File: src/hdl/pgb_pkg.sv
// pgb_pkg: shared constants, codes, types and helpers of the partition gain bucket
// used by every file of the block; depends on nothing
`default_nettype none

package pgb_pkg;

	// sizing of the vertex store
	localparam int NUM_VERTICES = 1024;
	localparam int MAX_GAIN     = 64;
	localparam int IDX_W        = $clog2(NUM_VERTICES);

	// field widths of the request and result channels
	localparam int MODE_W = 2;
	localparam int VTX_W  = 10;
	localparam int GAIN_W = 8;
	localparam int BAL_W  = 12;

	// configuration port
	localparam int TOL_W      = 11;
	localparam int CFG_IDX_W  = 1;
	localparam int CFG_DATA_W = 11;

	// internal widths
	localparam int SGAIN_W = $clog2(MAX_GAIN + 1) + 1;
	localparam int SUM_W   = ((SGAIN_W > GAIN_W) ? SGAIN_W : GAIN_W) + 1;
	localparam int STAMP_W = 32;

	// request codes
	typedef enum logic [MODE_W-1:0] {
		MODE_LOAD   = 2'd0,
		MODE_UPDATE = 2'd1,
		MODE_REMOVE = 2'd2,
		MODE_POP    = 2'd3
	} mode_t;

	// configuration register indexes
	localparam logic [CFG_IDX_W-1:0] REG_FIFO_ORDER  = 1'b0;
	localparam logic [CFG_IDX_W-1:0] REG_BALANCE_TOL = 1'b1;

	// one vertex entry of the store
	typedef struct packed {
		logic                      present;
		logic                      locked;
		logic                      side;
		logic signed [SGAIN_W-1:0] gain;
		logic [STAMP_W-1:0]        stamp;
	} entry_t;

	// write request into the store
	typedef struct packed {
		logic             we;
		logic [IDX_W-1:0] addr;
		entry_t           data;
	} ram_wr_t;

	// one scanned entry handed to the compare unit
	typedef struct packed {
		logic                      present;
		logic                      side;
		logic [IDX_W-1:0]          idx;
		logic signed [SGAIN_W-1:0] gain;
		logic [STAMP_W-1:0]        age;
	} cand_t;

	// best entry found so far on one side
	typedef struct packed {
		logic                      found;
		logic [IDX_W-1:0]          idx;
		logic signed [SGAIN_W-1:0] gain;
		logic [STAMP_W-1:0]        age;
	} best_t;

	typedef struct packed {
		best_t l;
		best_t r;
	} best_pair_t;

	// saturate a gain to plus or minus the maximum gain
	function automatic logic signed [SGAIN_W-1:0] clamp_gain(input logic signed [SUM_W-1:0] g);
		logic signed [SUM_W-1:0] hi;
		logic signed [SUM_W-1:0] lo;
		hi = SUM_W'(MAX_GAIN);
		lo = -hi;
		if (g > hi) begin
			return SGAIN_W'(hi);
		end else if (g < lo) begin
			return SGAIN_W'(lo);
		end
		return SGAIN_W'(g);
	endfunction

endpackage

`default_nettype wire

File: src/hdl/pgb_best.sv
// pgb_best: shared compare unit that keeps the best entry of each side during a scan
// depends on pgb_pkg for the candidate and best types
`default_nettype none

module pgb_best (
	input  wire logic                clk,
	input  wire logic                arst_n,
	input  wire logic                clr,
	input  wire logic                fifo_order,
	input  wire logic                en,
	input  wire pgb_pkg::cand_t      cand,
	output pgb_pkg::best_pair_t      best
);

	pgb_pkg::best_t l_q;
	pgb_pkg::best_t r_q;
	pgb_pkg::best_t cur;
	logic           gain_gt;
	logic           gain_eq;
	logic           age_better;
	logic           take;
	pgb_pkg::best_t nxt;

	// compare the incoming entry against the best of its own side
	always_comb begin
		cur        = cand.side ? r_q : l_q;
		gain_gt    = cand.gain > cur.gain;
		gain_eq    = cand.gain == cur.gain;
		age_better = fifo_order ? (cand.age > cur.age) : (cand.age < cur.age);
		take       = en && cand.present &&
			(!cur.found || gain_gt || (gain_eq && age_better));
		nxt        = '{found: 1'b1, idx: cand.idx, gain: cand.gain, age: cand.age};
	end

	// per-side best registers
	always_ff @(posedge clk or negedge arst_n) begin
		if (!arst_n) begin
			l_q <= '0;
			r_q <= '0;
		end else if (clr) begin
			l_q.found <= 1'b0;
			r_q.found <= 1'b0;
		end else if (take) begin
			if (cand.side) begin
				r_q <= nxt;
			end else begin
				l_q <= nxt;
			end
		end
	end

	assign best = '{l: l_q, r: r_q};

endmodule

`default_nettype wire

File: config.mk
export PLATFORM = sky130hd
export DESIGN_NAME = pgb_best
export DESIGN_NICKNAME = d
export VERILOG_FILES = /design/src/hdl/pgb_pkg.sv /design/src/hdl/pgb_best.sv
export SDC_FILE = /design/constraint.sdc
export NUM_CORES = 1
export LEC_CHECK = 0
export ABC_AREA = 1
export BUFFER_PORTS_ARGS = -buffer_cell sky130_fd_sc_hd__buf_2
export CAP_MARGIN = 15
export CORE_MARGIN = 2
export CORE_UTILIZATION = 53
export CTS_CLUSTER_DIAMETER = 150
export DETAILED_ROUTE_END_ITERATION = 10
export GPL_TIMING_DRIVEN = 0
export MAX_ROUTING_LAYER = met4
export PLACE_DENSITY = 0.8
export SLEW_MARGIN = 20
export SYNTH_ARGS = -nofsm -noshare
export SYNTH_HDL_FRONTEND = slang
export SYNTH_SLANG_ARGS = --single-unit
File: constraint.sdc
create_clock -name clk -period 2.56 [get_ports clk]
set_input_delay 0.384 -clock clk [delete_from_list [all_inputs] [get_ports clk]]
set_output_delay 0.384 -clock clk [all_outputs]
set_load 0.02 [all_outputs]
Word level (Yosys, flattened, before mapping)
Index checks and enable logic that the tools add are counted.
{ "word_totals": {"ff_bits": 102, "out_inout_bits": 102} }
{ "classes": {"order_cmp": 3, "eq_ne": 2, "reduce_logical": 12, "n_mux": 8, "bitwise": 2} }
{ "ops": {"columns": ["operator", "count"], "rows": [
  ["2-to-1 mux 51 bit", 5],
  ["> comparator 32 bit", 1],
  ["less-than comparator 32 bit", 1],
  ["== test 8 bit", 1],
  ["> comparator 8 bit", 1],
  ["AND reduction 3 bit", 2],
  ["AND reduction 2 bit", 2],
  ["nonzero test 2 bit", 2],
  ["logical AND 1 bit", 3],
  ["2-to-1 mux 1 bit", 3],
  ["logical OR 1 bit", 2],
  ["!= test 2 bit (second input constant)", 1],
  ["inverter 1 bit", 2],
  ["logical NOT 1 bit", 1]
]} }

Logic depth before layout (Yosys ltp)
Gate-level depths: netlist of the first run.
{ "depth": {"depth_word": 8, "mapped_depth": 23, "depth_no_buf": 21} }

Least setup slack after synthesis of the first run
OpenSTA, ideal clock, no wires.
{ "synth_timing": {"kind": "input -> register", "start": "input port cand[50] in the netlist's numbering", "end": "register r_q, in the netlist best[0]", "n_path_buf": 3, "arrival_ns": 2.656, "setup_ns": 0.117, "path_stages": 19, "path_slack_ns": -0.214, "path_cell_list": "clkbuf_1 buf_1 mux2i_1 ha_1 a21oi_1 nor2_1 nor2_1 nand2_1 nand2_1 nand2_1 nand2_1 nand2_1 nand2_1 nand3_1 nand2_2 nand3_2 buf_2 nand2_1 nand2_1"} }
{ "synth_via": {"elab_chain_cells": 7, "elab_cells_between_ends": 12, "cone_classes": "order compare (3); eq/ne (1); mux (2); reduce/logical (6)"} }
{ "synth_lines": {"columns": ["element", "line", "source"], "rows": [
  ["start, declared", "pgb_best.sv:11", "input wire pgb_pkg::cand_t cand,"],
  ["2-to-1 mux 51 bit", "pgb_best.sv:26", "cur = cand.side ? r_q : l_q;"],
  ["less-than comparator 32 bit / > comparator 32 bit (equally long branches)", "pgb_best.sv:29", "age_better = fifo_order ? (cand.age > cur.age) : (cand.age < cur.age);"],
  ["2-to-1 mux 1 bit", "pgb_best.sv:29", null],
  ["logical AND 1 bit", "pgb_best.sv:31", "(!cur.found || gain_gt || (gain_eq && age_better));"],
  ["logical OR 1 bit", "pgb_best.sv:31", null],
  ["logical AND 1 bit", "pgb_best.sv:30", "take = en && cand.present &&"],
  ["AND reduction 3 bit (no line) *", null, null],
  ["end signal, assigned", "pgb_best.sv:45", "r_q <= nxt;"],
  ["end, declared", "pgb_best.sv:16", "pgb_pkg::best_t r_q;"]
]} }
Every way passes the cells marked *; elsewhere a longest branch is shown, timed or not.
A chain may end at the register's enable or synchronous reset.

Final worst setup path of the first run
{ "layout_timing": {"start": "input port cand[50] in the netlist's numbering", "end": "register r_q, in the netlist best[5]"} }
Same word-level chain as after synthesis.

==> results.py, run 1 <==
metrics = {
    "outcome": {
        "status": "completed",
    },
    "logic_synthesis": {
        "synth_edf_count": 0,
        "synth_most_common_cell": "nand2_1",
        "synth_top_area_cell": "dfrtp_1",
        "synth_top_area_share_pct": 45.1,
        "syn_area_mm2": 0.00566,
        "synth-warning-count": 0,
        "synthCells": 647,
        "synth_flop_cell": "dfrtp_1",
        "synth_compound_area_share_pct": 2.61,
        "ys_ff_latch": 102,
        "synth_top_family_by_area": "simple AND/OR/NAND/NOR gates",
        "synth_cell_types": 24,
        "ys_top_cells_by_count": "nand2_1, nand4_1, dfrtp_1",
        "syn_nets": 744,
        "avgSynthCellArea_um2": 8.75,
        "synthMuxAreaShare_pct": 6.72,
        "synth_xor_area_share_pct": 0,
        "synth-async-reset-ratio_pct": 100,
        "netlist_top_cells_area": "dfrtp_1, nand2_1, nand4_1",
        "synth.yosys.seq_area_share_pct": 45.1,
        "synth_simple_gate_area_share_pct": 30.0,
        "synthAdderAreaFrac_pct": 8.84,
    },
    "cts": {
        "cts_buffer_depth": 2,
        "htreeDepth": 3,
        "clk_pin_slew_ns": 0.10,
        "root_buffer": "clkbuf_8",
        "cts_tree": "done",
        "clkLatencyLatePin_ns": 0.37,
        "cts_buffers": 9,
        "cts.sinks": 102,
    },
    "worst_setup_path": {
        "path_class": "in2reg",
        "critPathRequiredTime_ns": 2.81,
        "critical_path.startpoint_type": "input pin",
        "critPathCaptureType": "register",
        "r2r_slack_ns": 0.14,
        "rr_worst_depth": 14,
        "critical_path_arrival_ns": 2.70,
        "cp_max_fo": 10,
    },
    "min_path": {
        "hp-class": "in2reg",
        "hold_depth": 2,
    },
    "finish": {
        "largest_reg_flops": 102,
        "final_area_mm2": 0.00724,
        "layout-drive-gt1-share_pct": 29.1,
        "fillers": 830,
        "antenna_cells": 0,
        "postLayoutCoreUtil_pct": 69.8,
        "final_net_count": 926,
        "fin_cells": 970,
        "areaGrowthSynthToFinish_pct": 27.9,
    },
    "timing": {
        "skew_ns": 0.0125,
        "slew_headroom_pct": 50.7,
        "finalCritPeriodShare_pct": 95.6,
        "worstMarginPinSlew_ns": 0.737,
        "slew_violations": 0,
        "rsz0062_at_grt": "true",
        "setup_viol": 0,
        "fin_tns_setup_ns": 0,
        "period_minus_slack_ns": 2.45,
        "final_hold_viol_count": 0,
        "clock.fmax_mhz": 409,
    },
    "grt": {
        "antenna_found_initial": 0,
        "grtUsageTotal_pct": 29.4,
        "grt_max_degree": 59,
        "grt_pass1_wl_um": 26200,
        "overflow": 0,
        "first_global_vias": 5389,
    },
    "routing": {
        "drc": 0,
        "antenna_left": 0,
        "vias": 5623,
        "viasPerCell": 5.80,
        "drt_iter0_drc": 357,
        "routedWlPerCell_um": 17.5,
        "wl_um": 17000,
        "dr.pass1.iters": 5,
    },
    "die": {
        "die_area_mm2": 0.0115,
        "start_util_pct": 54.6,
        "ioPinCount": 159,
        "die_h_um": 107,
        "dieWidth_um": 107,
        "core_area_mm2": 0.0104,
        "rows": 37,
    },
    "flow_run": {
        "maxCapViolCount": 0,
    },
    "placement": {
        "place_area_mm2": 0.00665,
        "hpwl_um": 11800,
        "place.gp.congestion": 0.886,
        "placed_cells": 941,
        "portBuffers": 157,
    },
    "power_and_ir_drop": {
        "vdd_ir_drop_max_mv": 0.420,
        "power_density_mw_per_mm2": 728,
        "total_power_uw": 5270,
        "p_leak_uw": 0.00400,
    },
}
## layout by cell type, fill, tap and decap left out, types with 4 or more instances in the layout
| master | count |
|---|---|
| nand2_1 | 233 |
| buf_2 | 156 |
| nand4_1 | 103 |
| dfrtp_1 | 102 |
| ha_1 | 40 |
| mux2i_1 | 37 |
| clkbuf_1 | 21 |
| a21oi_1 | 17 |
| nand2_2 | 17 |
| buf_8 | 15 |
| inv_1 | 14 |
| buf_4 | 12 |
| clkbuf_8 | 11 |
| nor2_1 | 11 |
| buf_6 | 4 |
| o21ai_1 | 4 |
| clkbuf_16 | 4 |
## path summary, 6_finish.rpt
kind / startpoint / to
worst max-delay path: cand[50] / best[5]
worst min-delay path: clr / best[101]
worst max register to register: best[22] / best[5]
worst min register to register: best[92] / best[92]
max in group asynchronous: arst_n / best[39]
min in group asynchronous: arst_n / best[61]
## critical path, stage by stage
cell     delay, ns
buf_4         0.16
buf_6         0.20
mux2i_1       0.21
ha_1          0.27
a21oi_1       0.18
o21a_1        0.13
nand2_1       0.07
a21oi_2       0.17
nand2_1       0.08
nand2_1       0.07
nand3_2       0.08
nand2_4       0.16
nand3_2       0.20
buf_8         0.22
nand2_2       0.06
nand2_1       0.06
## per-stage QoR
stage / setup WS (ns) / hold WS [ns]
floorplan: 0.00345 / 0.0884
global placement: -0.513 / 0.452
detailed placement: -0.604 / 0.341
CTS: 0.0228 / 0.232
global route: -0.0480 / 0.246
finish: 0.112 / 0.243
## repair_timing
item	in CTS	in global routing
hold endpoints to repair	44	0
endpoints found under the setup margin	102	102
hold buffers	1	0
gates resized for setup	8	65
pin swaps	0	3
cloned	0	5
buffers inserted	0	7
## cells by family (layout without fill, tap and decap cells)
group                      Yosys count  in the layout
and+or+nand+nor                    376            377
muxes                               38             38
adders and majority gates           40             40
DFF                                102            102
buffers and inverters               63            249
AOI/OAI and AO/OA                   28             28
## cell type report
| class | count | area, um^2 | share of cell area [%] |
|---|---|---|---|
| Multi-Input combinational cell | 483 | 2830 | 39.2 |
| Sequential cell | 102 | 2550 | 35.3 |
| Timing Repair Buffer | 170 | 982 | 13.6 |
| Buffer | 47 | 429 | 5.93 |
| Tap cell | 136 | 170 | 2.35 |
| Clock buffer | 10 | 138 | 1.90 |
| Clock inverter | 6 | 71.3 | 0.985 |
| Inverter | 16 | 60.1 | 0.830 |
## layer usage
metal | vias to the layer above | GRT usage [%] | share of wire [%]
met5 | - | - | 0
met4 | 0 | 10.6 | 1.6
met3 | 27 | 3.69 | 7.5
met2 | 279 | 45.6 | 48
met1 | 2725 | 40.1 | 43
li1 | 2592 | - | -
## where the power goes
part	leakage [uW]	switching [uW]	total [uW]	internal (uW)
Clock	0.0000987	593	1080	485
Sequential	0.00128	283	2230	1950
Combinational	0.00262	1240	1960	727
No activity file was read; power rests on OpenSTA's default activity.
==> inputs of run 2 (changes only) <==
Settings changed: BUFFER_PORTS_ARGS -buffer_cell sky130_fd_sc_hd__buf_2 to -buffer_cell sky130_fd_sc_hd__buf_4.
==> results.py, run 2 (same netlist as run 1, synthesis figures left out) <==
metrics = {
    "power_and_ir_drop": {
        "total_power_uw": 5400,
        "p_sw_uw": 2140,
        "power.internal_uw": 3260,
        "swShare_pct": 39.6,
        "p_leak_uw": 0.00402,
        "power.share.clock_pct": 18.9,
        "combPwrFrac_pct": 39.6,
        "power_density_mw_per_mm2": 726,
        "seq_power_share_pct": 41.5,
        "vdd_ir_drop_max_mv": 0.388,
    },
    "cts": {
        "clkLatencyLatePin_ns": 0.38,
        "root_buffer": "clkbuf_8",
        "cts_tree": "done",
        "clk_pin_slew_ns": 0.11,
        "cts_buffer_depth": 2,
        "cts-hold-fix-buffers": 0,
        "cts_buffers": 9,
        "htreeDepth": 3,
        "cts.sinks": 102,
    },
    "grt": {
        "grt_pass1_wl_um": 26600,
        "first_global_vias": 5405,
        "antenna_found_initial": 0,
        "grtUsageTotal_pct": 30.0,
        "overflow": 0,
        "grt_max_degree": 103,
    },
    "finish": {
        "final_common_cell": "nand2_1",
        "areaGrowthSynthToFinish_pct": 31.4,
        "final_area_mm2": 0.00744,
        "fin_cells": 962,
        "mostFrequentLayoutCells": "nand2_1, buf_4, nand4_1",
        "largest_reg_flops": 102,
        "final_net_count": 918,
        "fillers": 805,
        "layout-drive-gt1-share_pct": 26.5,
        "antenna_cells": 0,
    },
    "worst_setup_path": {
        "critPathCaptureType": "register",
        "critical_path.startpoint_type": "register",
        "cp_max_fo": 10,
        "cp-endpoint": "best[47]",
        "path_class": "reg2reg",
        "r2r_slack_ns": 0.07,
        "critical_path_arrival_ns": 2.78,
        "rr_worst_depth": 13,
        "r2r_end": "best[47]",
        "critPathRequiredTime_ns": 2.85,
        "rr_startpoint": "best[37]",
        "startpoint": "best[37]",
    },
    "routing": {
        "vias": 5498,
        "routedWlPerCell_um": 17.4,
        "wl_um": 16800,
        "drt_iter0_drc": 328,
        "viasPerCell": 5.72,
        "dr.pass1.iters": 7,
        "drc": 0,
        "antenna_left": 0,
    },
    "timing": {
        "holdWs_ns": 0.106,
        "rsz0062_at_grt": "true",
        "final_hold_viol_count": 0,
        "finalCritPeriodShare_pct": 97.4,
        "worstMarginPinSlew_ns": 0.926,
        "slew_headroom_pct": 38.2,
        "clock.fmax_mhz": 401,
        "setup_viol": 0,
        "period_minus_slack_ns": 2.49,
        "slew_violations": 0,
        "skew_ns": 0.0117,
    },
    "placement": {
        "portBuffers": 157,
        "placed_cells": 940,
        "hpwl_um": 11800,
        "place_area_mm2": 0.00702,
        "place.gp.congestion": 0.887,
    },
    "die": {
        "dieWidth_um": 107,
        "die_area_mm2": 0.0115,
        "start_util_pct": 54.6,
        "die_h_um": 107,
        "core_area_mm2": 0.0104,
        "rows": 37,
        "ioPinCount": 159,
    },
    "flow_run": {
        "maxCapViolCount": 0,
    },
    "outcome": {
        "status": "completed",
    },
    "min_path": {
        "hp-class": "in2async",
    },
}
[run 2: changes by cell type in the layout (fill, tap and decap cells not counted), sizes merged]
cell | before | now
nand3 | 7 | 6
clkinv | 3 | 2
bufinv | 1 | 0
inv | 16 | 19
dlygate4sd3 | 1 | 0
clkinvlp | 2 | 1
clkbuf | 36 | 33
buf | 190 | 187
[run 2: worst min path at each step]
stage | startpoint | end | slack (ns) | depth (start not counted)
after floorplan | arst_n | best[0] | 0.09 | 0
after global placement | best[45] | best[45] | 0.46 | 2
after detailed placement | best[98] | best[98] | 0.46 | 2
after CTS | arst_n | best[60] | 0.15 | 1
after global routing | arst_n | best[60] | 0.19 | 1
final | arst_n | best[59] | 0.11 | 1
[run 2: power by group through the flow]
stage | sequential, uW | combinational [uW] | clock, uW
finish | 2240 | 2140 | 1020
global placement | 2240 | 2020 | 0
CTS | 2230 | 2080 | 1020
detailed placement | 2250 | 2070 | 0
global route | 2280 | 2340 | 1100
floorplan | 2620 | 770 | 0
[run 2: timing repair]
action                                  in CTS  in global routing
pin swaps                                    0                  4
buffers inserted                             0                  4
resized for setup                            9                 46
gates cloned                                 0                  2
endpoints found under the setup margin     102                102
[run 2: metal layers]
layer / up-vias / track usage [%] / wire length [um]
met4: 0 / 11.1 / 321
met2: 250 / 47.3 / 8210
met3: 25 / 3.69 / 1230
met1: 2647 / 40.1 / 7010
met5: - / - / 0
li1: 2576 / - / -
[run 2: critical path: stages, from the launching register on]
cell	delay, ns
dfrtp_1	0.40
mux2i_1	0.09
ha_1	0.29
nand2_1	0.05
inv_1	0.06
nand3_1	0.07
nor3_1	0.42
a21oi_1	0.08
a21oi_1	0.28
nand2_4	0.14
clkbuf_16	0.20
buf_8	0.14
nand4_1	0.09
nand2_1	0.07
[run 2: final cells by class]
cell class / instances / area [um^2] / area share, %
Timing Repair Buffer: 163 / 1260 / 17.0
Tap cell: 136 / 170 / 2.29
Sequential cell: 102 / 2550 / 34.3
Buffer: 47 / 428 / 5.75
Multi-Input combinational cell: 482 / 2770 / 37.3
Inverter: 16 / 60.1 / 0.808
Clock buffer: 10 / 138 / 1.85
Clock inverter: 6 / 51.3 / 0.690
[run 2: through the flow]
stage               utilization [%]  TNS (ns)  worst slack [ns]
global route                   71.7     -1.60           -0.0524
finish                         71.7         0            0.0672
global placement               67.6    -46.17            -0.485
detailed placement             67.7    -52.06            -0.551
floorplan                         -         0           0.00345
CTS                            69.8         0            0.0751
